[config.mk]
export PLATFORM = sky130hd
export DESIGN_NAME = hashed_channel_slot_frequency_top
export DESIGN_NICKNAME = d
export VERILOG_FILES = /design/src/hw/rtl/hcsf_pkg.sv /design/src/hw/rtl/hcsf_ctrl.sv /design/src/hw/rtl/hcsf_dp.sv /design/src/hw/rtl/hashed_channel_slot_frequency_top.sv
export SDC_FILE = /design/constraint.sdc
export NUM_CORES = 2
export LEC_CHECK = 0
export ABC_AREA = 1
export BUFFER_PORTS_ARGS = -buffer_cell sky130_fd_sc_hd__buf_2
export CAP_MARGIN = 30
export CORE_MARGIN = 5
export CORE_UTILIZATION = 29
export CTS_CLUSTER_DIAMETER = 100
export DETAILED_ROUTE_END_ITERATION = 12
export REMOVE_ABC_BUFFERS = 1
export SYNTH_ARGS = -nofsm -noshare
export SYNTH_HDL_FRONTEND = slang
export SYNTH_HIERARCHICAL = 1
export SYNTH_SLANG_ARGS = --single-unit
[constraint.sdc]
create_clock -name clk_i -period 14.4 [get_ports clk_i]
set_input_delay 2.16 -clock clk_i [delete_from_list [all_inputs] [get_ports clk_i]]
set_output_delay 2.16 -clock clk_i [all_outputs]
set_load 0.02 [all_outputs]
[src/hw/rtl/hcsf_pkg.sv]
package hcsf_pkg;

  localparam int unsigned FreqW  = 22;
  localparam int unsigned BwW    = 12;
  localparam int unsigned HashW  = 32;
  localparam int unsigned ProdW  = 23;
  localparam int unsigned HzW    = 33;
  localparam int unsigned CfgIdxW = 2;
  localparam int unsigned StepW  = 5;

  localparam logic [HashW-1:0] HashSeed    = 32'd5381;
  localparam logic [FreqW-1:0] StartReset  = 22'd902000;
  localparam logic [FreqW-1:0] EndReset    = 22'd928000;
  localparam logic [BwW-1:0]   BwReset     = 12'd250;

  typedef enum logic [CfgIdxW-1:0] {
    REG_BAND_START = 2'd0,
    REG_BAND_END   = 2'd1,
    REG_CHANNEL_BW = 2'd2
  } cfg_reg_e;

  typedef enum logic [5:0] {
    ST_IDLE = 6'b000001,
    ST_CNT  = 6'b000010,
    ST_LDM  = 6'b000100,
    ST_MOD  = 6'b001000,
    ST_MUL  = 6'b010000,
    ST_OUT  = 6'b100000
  } state_e;

  typedef struct packed {
    logic hash_en;
    logic load_cnt;
    logic step;
    logic load_mod;
    logic mul;
    logic emit;
  } cmd_t;

  typedef struct packed {
    logic out_free;
  } sts_t;

endpackage

[src/hw/rtl/hcsf_ctrl.sv]
module hcsf_ctrl (
  input  logic              clk_i,
  input  logic              rst_ni,
  input  logic              in_valid_i,
  input  logic              last_byte_i,
  output logic              in_stall_o,
  input  hcsf_pkg::sts_t    sts_i,
  output hcsf_pkg::cmd_t    cmd_o
);
  import hcsf_pkg::*;

  state_e           state_q, state_d;
  logic [StepW-1:0] cnt_q, cnt_d;
  logic             accept;
  logic             cnt_last;

  assign in_stall_o = (state_q != ST_IDLE);
  assign accept     = in_valid_i && (state_q == ST_IDLE);
  assign cnt_last   = &cnt_q;

  always_comb begin
    state_d = state_q;
    cnt_d   = cnt_q;
    cmd_o   = '0;
    unique case (state_q)
      ST_IDLE: begin
        cnt_d = '0;
        if (accept) begin
          cmd_o.hash_en = 1'b1;
          if (last_byte_i) begin
            cmd_o.load_cnt = 1'b1;
            state_d        = ST_CNT;
          end
        end
      end
      ST_CNT: begin
        cmd_o.step = 1'b1;
        cnt_d      = cnt_q + 1'b1;
        if (cnt_last) begin
          state_d = ST_LDM;
        end
      end
      ST_LDM: begin
        cmd_o.load_mod = 1'b1;
        cnt_d          = '0;
        state_d        = ST_MOD;
      end
      ST_MOD: begin
        cmd_o.step = 1'b1;
        cnt_d      = cnt_q + 1'b1;
        if (cnt_last) begin
          state_d = ST_MUL;
        end
      end
      ST_MUL: begin
        cmd_o.mul = 1'b1;
        state_d   = ST_OUT;
      end
      ST_OUT: begin
        if (sts_i.out_free) begin
          cmd_o.emit = 1'b1;
          state_d    = ST_IDLE;
        end
      end
      default: begin
        state_d = ST_IDLE;
      end
    endcase
  end

  always_ff @(posedge clk_i or negedge rst_ni) begin
    if (!rst_ni) begin
      state_q <= ST_IDLE;
      cnt_q   <= '0;
    end else begin
      state_q <= state_d;
      cnt_q   <= cnt_d;
    end
  end

`ifndef SYNTHESIS
  a_last_starts_count: assert property (@(posedge clk_i) disable iff (!rst_ni)
    in_valid_i && !in_stall_o && last_byte_i |=> state_q == ST_CNT)
    else $error("last byte did not start the count division");

  a_mod_from_zero: assert property (@(posedge clk_i) disable iff (!rst_ni)
    state_q == ST_LDM |=> state_q == ST_MOD && cnt_q == '0)
    else $error("modulo division did not start at step zero");

  a_state_onehot: assert property (@(posedge clk_i) disable iff (!rst_ni)
    $onehot(state_q))
    else $error("state is not one-hot");
`endif

endmodule

[src/hw/rtl/hcsf_dp.sv]
module hcsf_dp (
  input  logic                                clk_i,
  input  logic                                rst_ni,
  input  logic                                cfg_we_i,
  input  logic [hcsf_pkg::CfgIdxW-1:0]        cfg_idx_i,
  input  logic [hcsf_pkg::FreqW-1:0]          cfg_wdata_i,
  input  logic [7:0]                          name_byte_i,
  input  hcsf_pkg::cmd_t                      cmd_i,
  output hcsf_pkg::sts_t                      sts_o,
  output logic                                out_valid_o,
  input  logic                                out_stall_i,
  output logic [hcsf_pkg::HzW-1:0]            centre_freq_hz_o,
  output logic [hcsf_pkg::FreqW-1:0]          slot_index_o,
  output logic [hcsf_pkg::FreqW-1:0]          channel_count_o
);
  import hcsf_pkg::*;

  logic [FreqW-1:0] start_q, end_q;
  logic [BwW-1:0]   bw_q;
  logic [HashW-1:0] hash_q;
  logic [FreqW-1:0] rem_q, div_q, count_q;
  logic [HashW-1:0] quo_q;
  logic [ProdW-1:0] prod_q;
  logic             out_valid_q;
  logic [HzW-1:0]   freq_q;
  logic [FreqW-1:0] slot_q, chan_q;

  logic [BwW-1:0]   bw_eff;
  logic [FreqW-1:0] span;
  logic [FreqW:0]   shifted, diff;
  logic             ge;
  logic [FreqW-1:0] count_c;
  logic [BwW+ProdW-1:0] prod_full;
  logic [HzW-1:0]   freq_c;

  assign bw_eff  = (bw_q == '0) ? BwW'(1) : bw_q;
  assign span    = (end_q > start_q) ? (end_q - start_q) : '0;
  assign shifted = {rem_q, quo_q[HashW-1]};
  assign ge      = shifted >= {1'b0, div_q};
  assign diff    = shifted - {1'b0, div_q};
  assign count_c = (quo_q[FreqW-1:0] == '0) ? FreqW'(1) : quo_q[FreqW-1:0];
  assign prod_full = (BwW+ProdW)'(bw_eff) * (BwW+ProdW)'({rem_q, 1'b1});
  assign freq_c  = HzW'(start_q) * HzW'(1000) + HzW'(prod_q) * HzW'(500);

  assign sts_o.out_free = !out_valid_q || !out_stall_i;

  always_ff @(posedge clk_i or negedge rst_ni) begin
    if (!rst_ni) begin
      start_q <= StartReset;
      end_q   <= EndReset;
      bw_q    <= BwReset;
    end else if (cfg_we_i) begin
      unique case (cfg_idx_i)
        REG_BAND_START: start_q <= cfg_wdata_i;
        REG_BAND_END:   end_q   <= cfg_wdata_i;
        REG_CHANNEL_BW: bw_q    <= cfg_wdata_i[BwW-1:0];
        default: ;
      endcase
    end
  end

  always_ff @(posedge clk_i or negedge rst_ni) begin
    if (!rst_ni) begin
      hash_q      <= HashSeed;
      out_valid_q <= 1'b0;
    end else begin
      if (cmd_i.emit) begin
        hash_q <= HashSeed;
      end else if (cmd_i.hash_en) begin
        hash_q <= (hash_q << 5) + hash_q + HashW'(name_byte_i);
      end
      if (cmd_i.emit) begin
        out_valid_q <= 1'b1;
      end else if (!out_stall_i) begin
        out_valid_q <= 1'b0;
      end
    end
  end

  // shared restoring divider, one quotient bit per cycle
  always_ff @(posedge clk_i) begin
    if (cmd_i.load_cnt) begin
      rem_q <= '0;
      quo_q <= HashW'(span);
      div_q <= FreqW'(bw_eff);
    end else if (cmd_i.load_mod) begin
      count_q <= count_c;
      rem_q   <= '0;
      quo_q   <= hash_q;
      div_q   <= count_c;
    end else if (cmd_i.step) begin
      rem_q <= ge ? diff[FreqW-1:0] : shifted[FreqW-1:0];
      quo_q <= {quo_q[HashW-2:0], ge};
    end
    if (cmd_i.mul) begin
      prod_q <= prod_full[ProdW-1:0];
    end
    if (cmd_i.emit) begin
      freq_q <= freq_c;
      slot_q <= rem_q;
      chan_q <= count_q;
    end
  end

  assign out_valid_o      = out_valid_q;
  assign centre_freq_hz_o = freq_q;
  assign slot_index_o     = slot_q;
  assign channel_count_o  = chan_q;

`ifndef SYNTHESIS
  a_emit_no_overwrite: assert property (@(posedge clk_i) disable iff (!rst_ni)
    cmd_i.emit |-> !out_valid_q || !out_stall_i)
    else $error("result overwritten while stalled");

  a_emit_reseeds: assert property (@(posedge clk_i) disable iff (!rst_ni)
    cmd_i.emit |=> out_valid_q && hash_q == HashSeed)
    else $error("hash not reseeded after result");

  a_slot_in_range: assert property (@(posedge clk_i) disable iff (!rst_ni)
    cmd_i.emit |-> rem_q < count_q)
    else $error("slot not below channel count");

  a_count_nonzero: assert property (@(posedge clk_i) disable iff (!rst_ni)
    cmd_i.load_mod |=> count_q != '0)
    else $error("channel count is zero");
`endif

endmodule

[src/hw/rtl/hashed_channel_slot_frequency_top.sv]
// a byte without the last mark is hashed as it is taken; the next request is taken the cycle after
// a last byte runs a count division, a load step and a hash modulo, each division over 32
// quotient bits (one shared restoring divider, one bit per cycle), then a multiply and an output step
// after a last byte the next request waits until the result is emitted, longer while the result stalls
// the finished result sits in an output register while new bytes are taken
// reset: band 902000..928000 khz, bandwidth 250 khz, hash 5381, no result pending
module hashed_channel_slot_frequency_top (
  input  logic                         clk_i,
  input  logic                         rst_ni,
  input  logic                         cfg_we_i,
  input  logic [hcsf_pkg::CfgIdxW-1:0] cfg_idx_i,
  input  logic [hcsf_pkg::FreqW-1:0]   cfg_wdata_i,
  input  logic                         in_valid_i,
  output logic                         in_stall_o,
  input  logic [7:0]                   name_byte_i,
  input  logic                         last_byte_i,
  output logic                         out_valid_o,
  input  logic                         out_stall_i,
  output logic [hcsf_pkg::HzW-1:0]     centre_freq_hz_o,
  output logic [hcsf_pkg::FreqW-1:0]   slot_index_o,
  output logic [hcsf_pkg::FreqW-1:0]   channel_count_o
);
  import hcsf_pkg::*;

  cmd_t cmd;
  sts_t sts;

  hcsf_ctrl u_ctrl (
    .clk_i       (clk_i),
    .rst_ni      (rst_ni),
    .in_valid_i  (in_valid_i),
    .last_byte_i (last_byte_i),
    .in_stall_o  (in_stall_o),
    .sts_i       (sts),
    .cmd_o       (cmd)
  );

  hcsf_dp u_dp (
    .clk_i            (clk_i),
    .rst_ni           (rst_ni),
    .cfg_we_i         (cfg_we_i),
    .cfg_idx_i        (cfg_idx_i),
    .cfg_wdata_i      (cfg_wdata_i),
    .name_byte_i      (name_byte_i),
    .cmd_i            (cmd),
    .sts_o            (sts),
    .out_valid_o      (out_valid_o),
    .out_stall_i      (out_stall_i),
    .centre_freq_hz_o (centre_freq_hz_o),
    .slot_index_o     (slot_index_o),
    .channel_count_o  (channel_count_o)
  );

endmodule

==> summary.txt <==
Synthesis
  • Synth Flop Type: edfxtp_1
  • Top-count cell post-synth: nand2_1
  • Yosys reg bits: between 200 and 300
  • Post-synth EDFFs: around 150
  • Area leader, netlist: fa_1
  • Syn. warnings: 6
  • Syn Inst Count: around 3.9k
  • Yosys top cell area share: 20.1%
  • Mapped cell area: 31500 µm²
  • Largest cells by area after synthesis: fa_1 20%, edfxtp_1 15%, ha_1 12%
  • Most frequent cells after synthesis: 881 x nand2_1, 765 x inv_1, 316 x fa_1, 303 x ha_1, 206 x a21oi_1
  • Synth unique cells: 64
  • Asr flop ratio synth: around a third
  • Sequential element share of the synthesized area: 25.4%
  • Mean Syn Cell Area: 8.19 µm²

Drt
  • Routed length per instance: 16.7 µm
  • Pre-antenna DRT Iters: 6
  • # DRC: 0
  • Via count: 25.2k
  • Detailed Route WL: ~90000 µm
  • Via density: between 4 and 5
  • 1st-iter DRT viols: about 1.6k
  • Post-DRT Antenna Nets: 0

Timing
  • Pins over their slew limit: 0
  • Minimum clock period: approximately 6.6 ns
  • Worst relative slew slack: a little under a third
  • Fin. Hold Viols: 0
  • Setup TNS: 0 ns
  • FMAX: 151 MHz
  • # setup viols final: 0
  • Clock Skew: approximately 0.03 ns
  • RSZ-0062 raised after global routing: no
  • Final period utilization: 45.9%
  • Least-Margin Pin Slew: between 1 and 1.5 ns

Placed design
  • Hpwl dp: 73500 µm
  • IO Port Bufs: ~110
  • Routability cong.: ~0.96

Floorplanning
  • Core area: 108000 µm²
  • Rows: roughly 120
  • Die Y: 340 µm
  • Initial core utilization: between 20 and 30%
  • I/O pin count: ~120
  • Die area: 115000 µm²
  • Die X-Extent: 340 µm

Setup path
  • Critical Path Max Stage Delay: between 0.8 and 0.9 ns
  • Worst R2R Path Depth: 19
  • Critical path class: flip-flop to flip-flop
  • Critical path capture point type: flip-flop
  • Crit path required time: roughly 15 ns
  • CP cell instances: nor4_1 > nand3_1 > nand2_1 > nand2_1 > fa_1 > inv_1 > fa_1 > fa_1 > inv_1 > fa_1 > inv_1 > ha_1 > inv_1 > nor3_1 > nand2_1 > o311ai_0 > inv_1 > nand2_1 > nand2_1
  • Crit path DAT: ~6.9 ns
  • Critical Path Slowest Stage Cell: o311ai_0
  • Critical Path Start Type: flip-flop
  • Worst-path maximum fanout: 25

GRT
  • Global route total overflow: 0
  • GR Layer Usage met2: between 20% and 30%
  • GR Util met1: 20.0%
  • Initial antenna violation count: 9
  • Met3 GRT Util: roughly 2.9%
  • Pin count of the biggest net entering global routing: 58
  • Busiest grt layer: met2
  • First-pass GRT wire length: between 100000 and 150000 µm
  • Overall routing resource usage: ~15%
  • Vias in the first global route: ~26k

Job
  • Max Cap Violations: 0

Layout
  • Ratio of cells with drive above 1 in the final layout: around 7.5%
  • Nets: 4567
  • Fillers: about 11k
  • Synth-to-Final Area Change: 10.8%
  • Area taken by flip-flops and latches: 8000 µm²
  • Layout Utilization: about 32%
  • Multi-input logic area: 20200 µm²

Hold path
  • HP Class: flip-flop to flip-flop
  • Worst Hold Path Cells: 0

Clock network
  • Worst-path clk slew: ~0.060 ns
  • Post-CTS Setup Bufs: 0
  • Max Root-Sink Buffers: 3
  • CTS root buffer: clkbuf_16
  • # hold bufs at CTS: 0
  • CTS Sinks: 296
  • Worst-Skew Late Latency: 0.62 ns
  • Post-cts sizing count: 0
  • H-tree Lvls: 2
  • CTS tree: yes
  • Num CTS Buffers: 40

Outcome
  • Status: complete, no violations
[layer usage]
layer	routed length [µm]	share of wire, %
met3	4980	5.6
met1	40000	45
met4	2420	2.7
met2	41800	47
met5	41	0.046
[per-stage QoR]
step	hold WS (ns)	cell area, µm²	worst slack, ns	cells
finish	0.420	35000	7.79	5361
floorplan	0.400	31100	-0.290	3743
global placement	0.402	33500	7.87	5282
global route	0.425	34900	7.43	5356
CTS	0.420	34900	7.80	5356
detailed placement	0.414	33500	7.83	5282
[cells in the final DEF, fill, tap and decap left out, types with 36 or more instances in the layout]
master / n
nand2_1: 881
inv_1: 765
fa_1: 316
ha_1: 303
a21oi_1: 206
o21ai_0: 197
nor2_1: 195
edfxtp_1: 154
nand3_1: 134
buf_2: 113
dfrtp_1: 72
xor2_1: 70
xnor2_1: 51
dfxtp_1: 42
clkbuf_16: 40
nand4_1: 36
[worst paths after layout]
path	startpoint	end	slack [ns]
max in group asynchronous	rst_ni	u_dp/start_q[20]	11.65
worst max register to register	u_dp/bw_q[2]	u_dp/prod_q[22]	7.79
worst min register to register	u_dp/count_q[7]	u_dp/channel_count_o[7]	0.42
min in group asynchronous	rst_ni	u_dp/hash_q[4]	1.55
worst min-delay path	u_dp/count_q[7]	u_dp/channel_count_o[7]	0.42
worst max-delay path	u_dp/bw_q[2]	u_dp/prod_q[22]	7.79
[cell type report]
class	count	area share, %
multi-input cells	2678	57.8
flip-flops and latches	296	22.9
repair buffers	125	1.88
clock inverters	26	1.07
inverters	769	8.26
clock buffers	48	3.01
well taps	1414	5.06
diodes	5	0.0358
[cells by family (layout without fill, tap and decap cells)]
family	count (synthesis)	count (layout)	synth area share (%)
and+or+nand+nor	1343	1343	17.7
buffers and inverters	877	968	10.7
adders and majority gates	619	619	32.1
AOI/OAI and AO/OA	592	592	10.8
DFF	296	296	25.4
xor gates and xnor gates	121	121	3.36
other	1	7	0.0119
muxes	1	1	0.0317
[critical path, delay by kind of cell, from the launching register on]
family	cells	cell delay, ns
fa+ha+maj	5	2.48
simple gates	8	1.94
compound gates	1	0.82
flops	1	0.73
buf+inv	5	0.33
[flip-flops by register name, summed over array words and instances, names as in the netlist]
name,cells
u_dp/hash_q,32
u_dp/quo_q,32
u_dp/centre_freq_hz_o,31
u_dp/prod_q,23
u_dp/channel_count_o,22
u_dp/count_q,22
u_dp/div_q,22
u_dp/end_q,22
u_dp/rem_q,22
u_dp/slot_index_o,22
u_dp/start_q,22
u_dp/bw_q,12
u_ctrl/state_q,6
u_ctrl/cnt_q,5
u_dp/out_valid_o,1
Power is left out: the tool's default activity adds up to more than one toggle a clock period on the data nets, which glitch-free logic cannot reach.
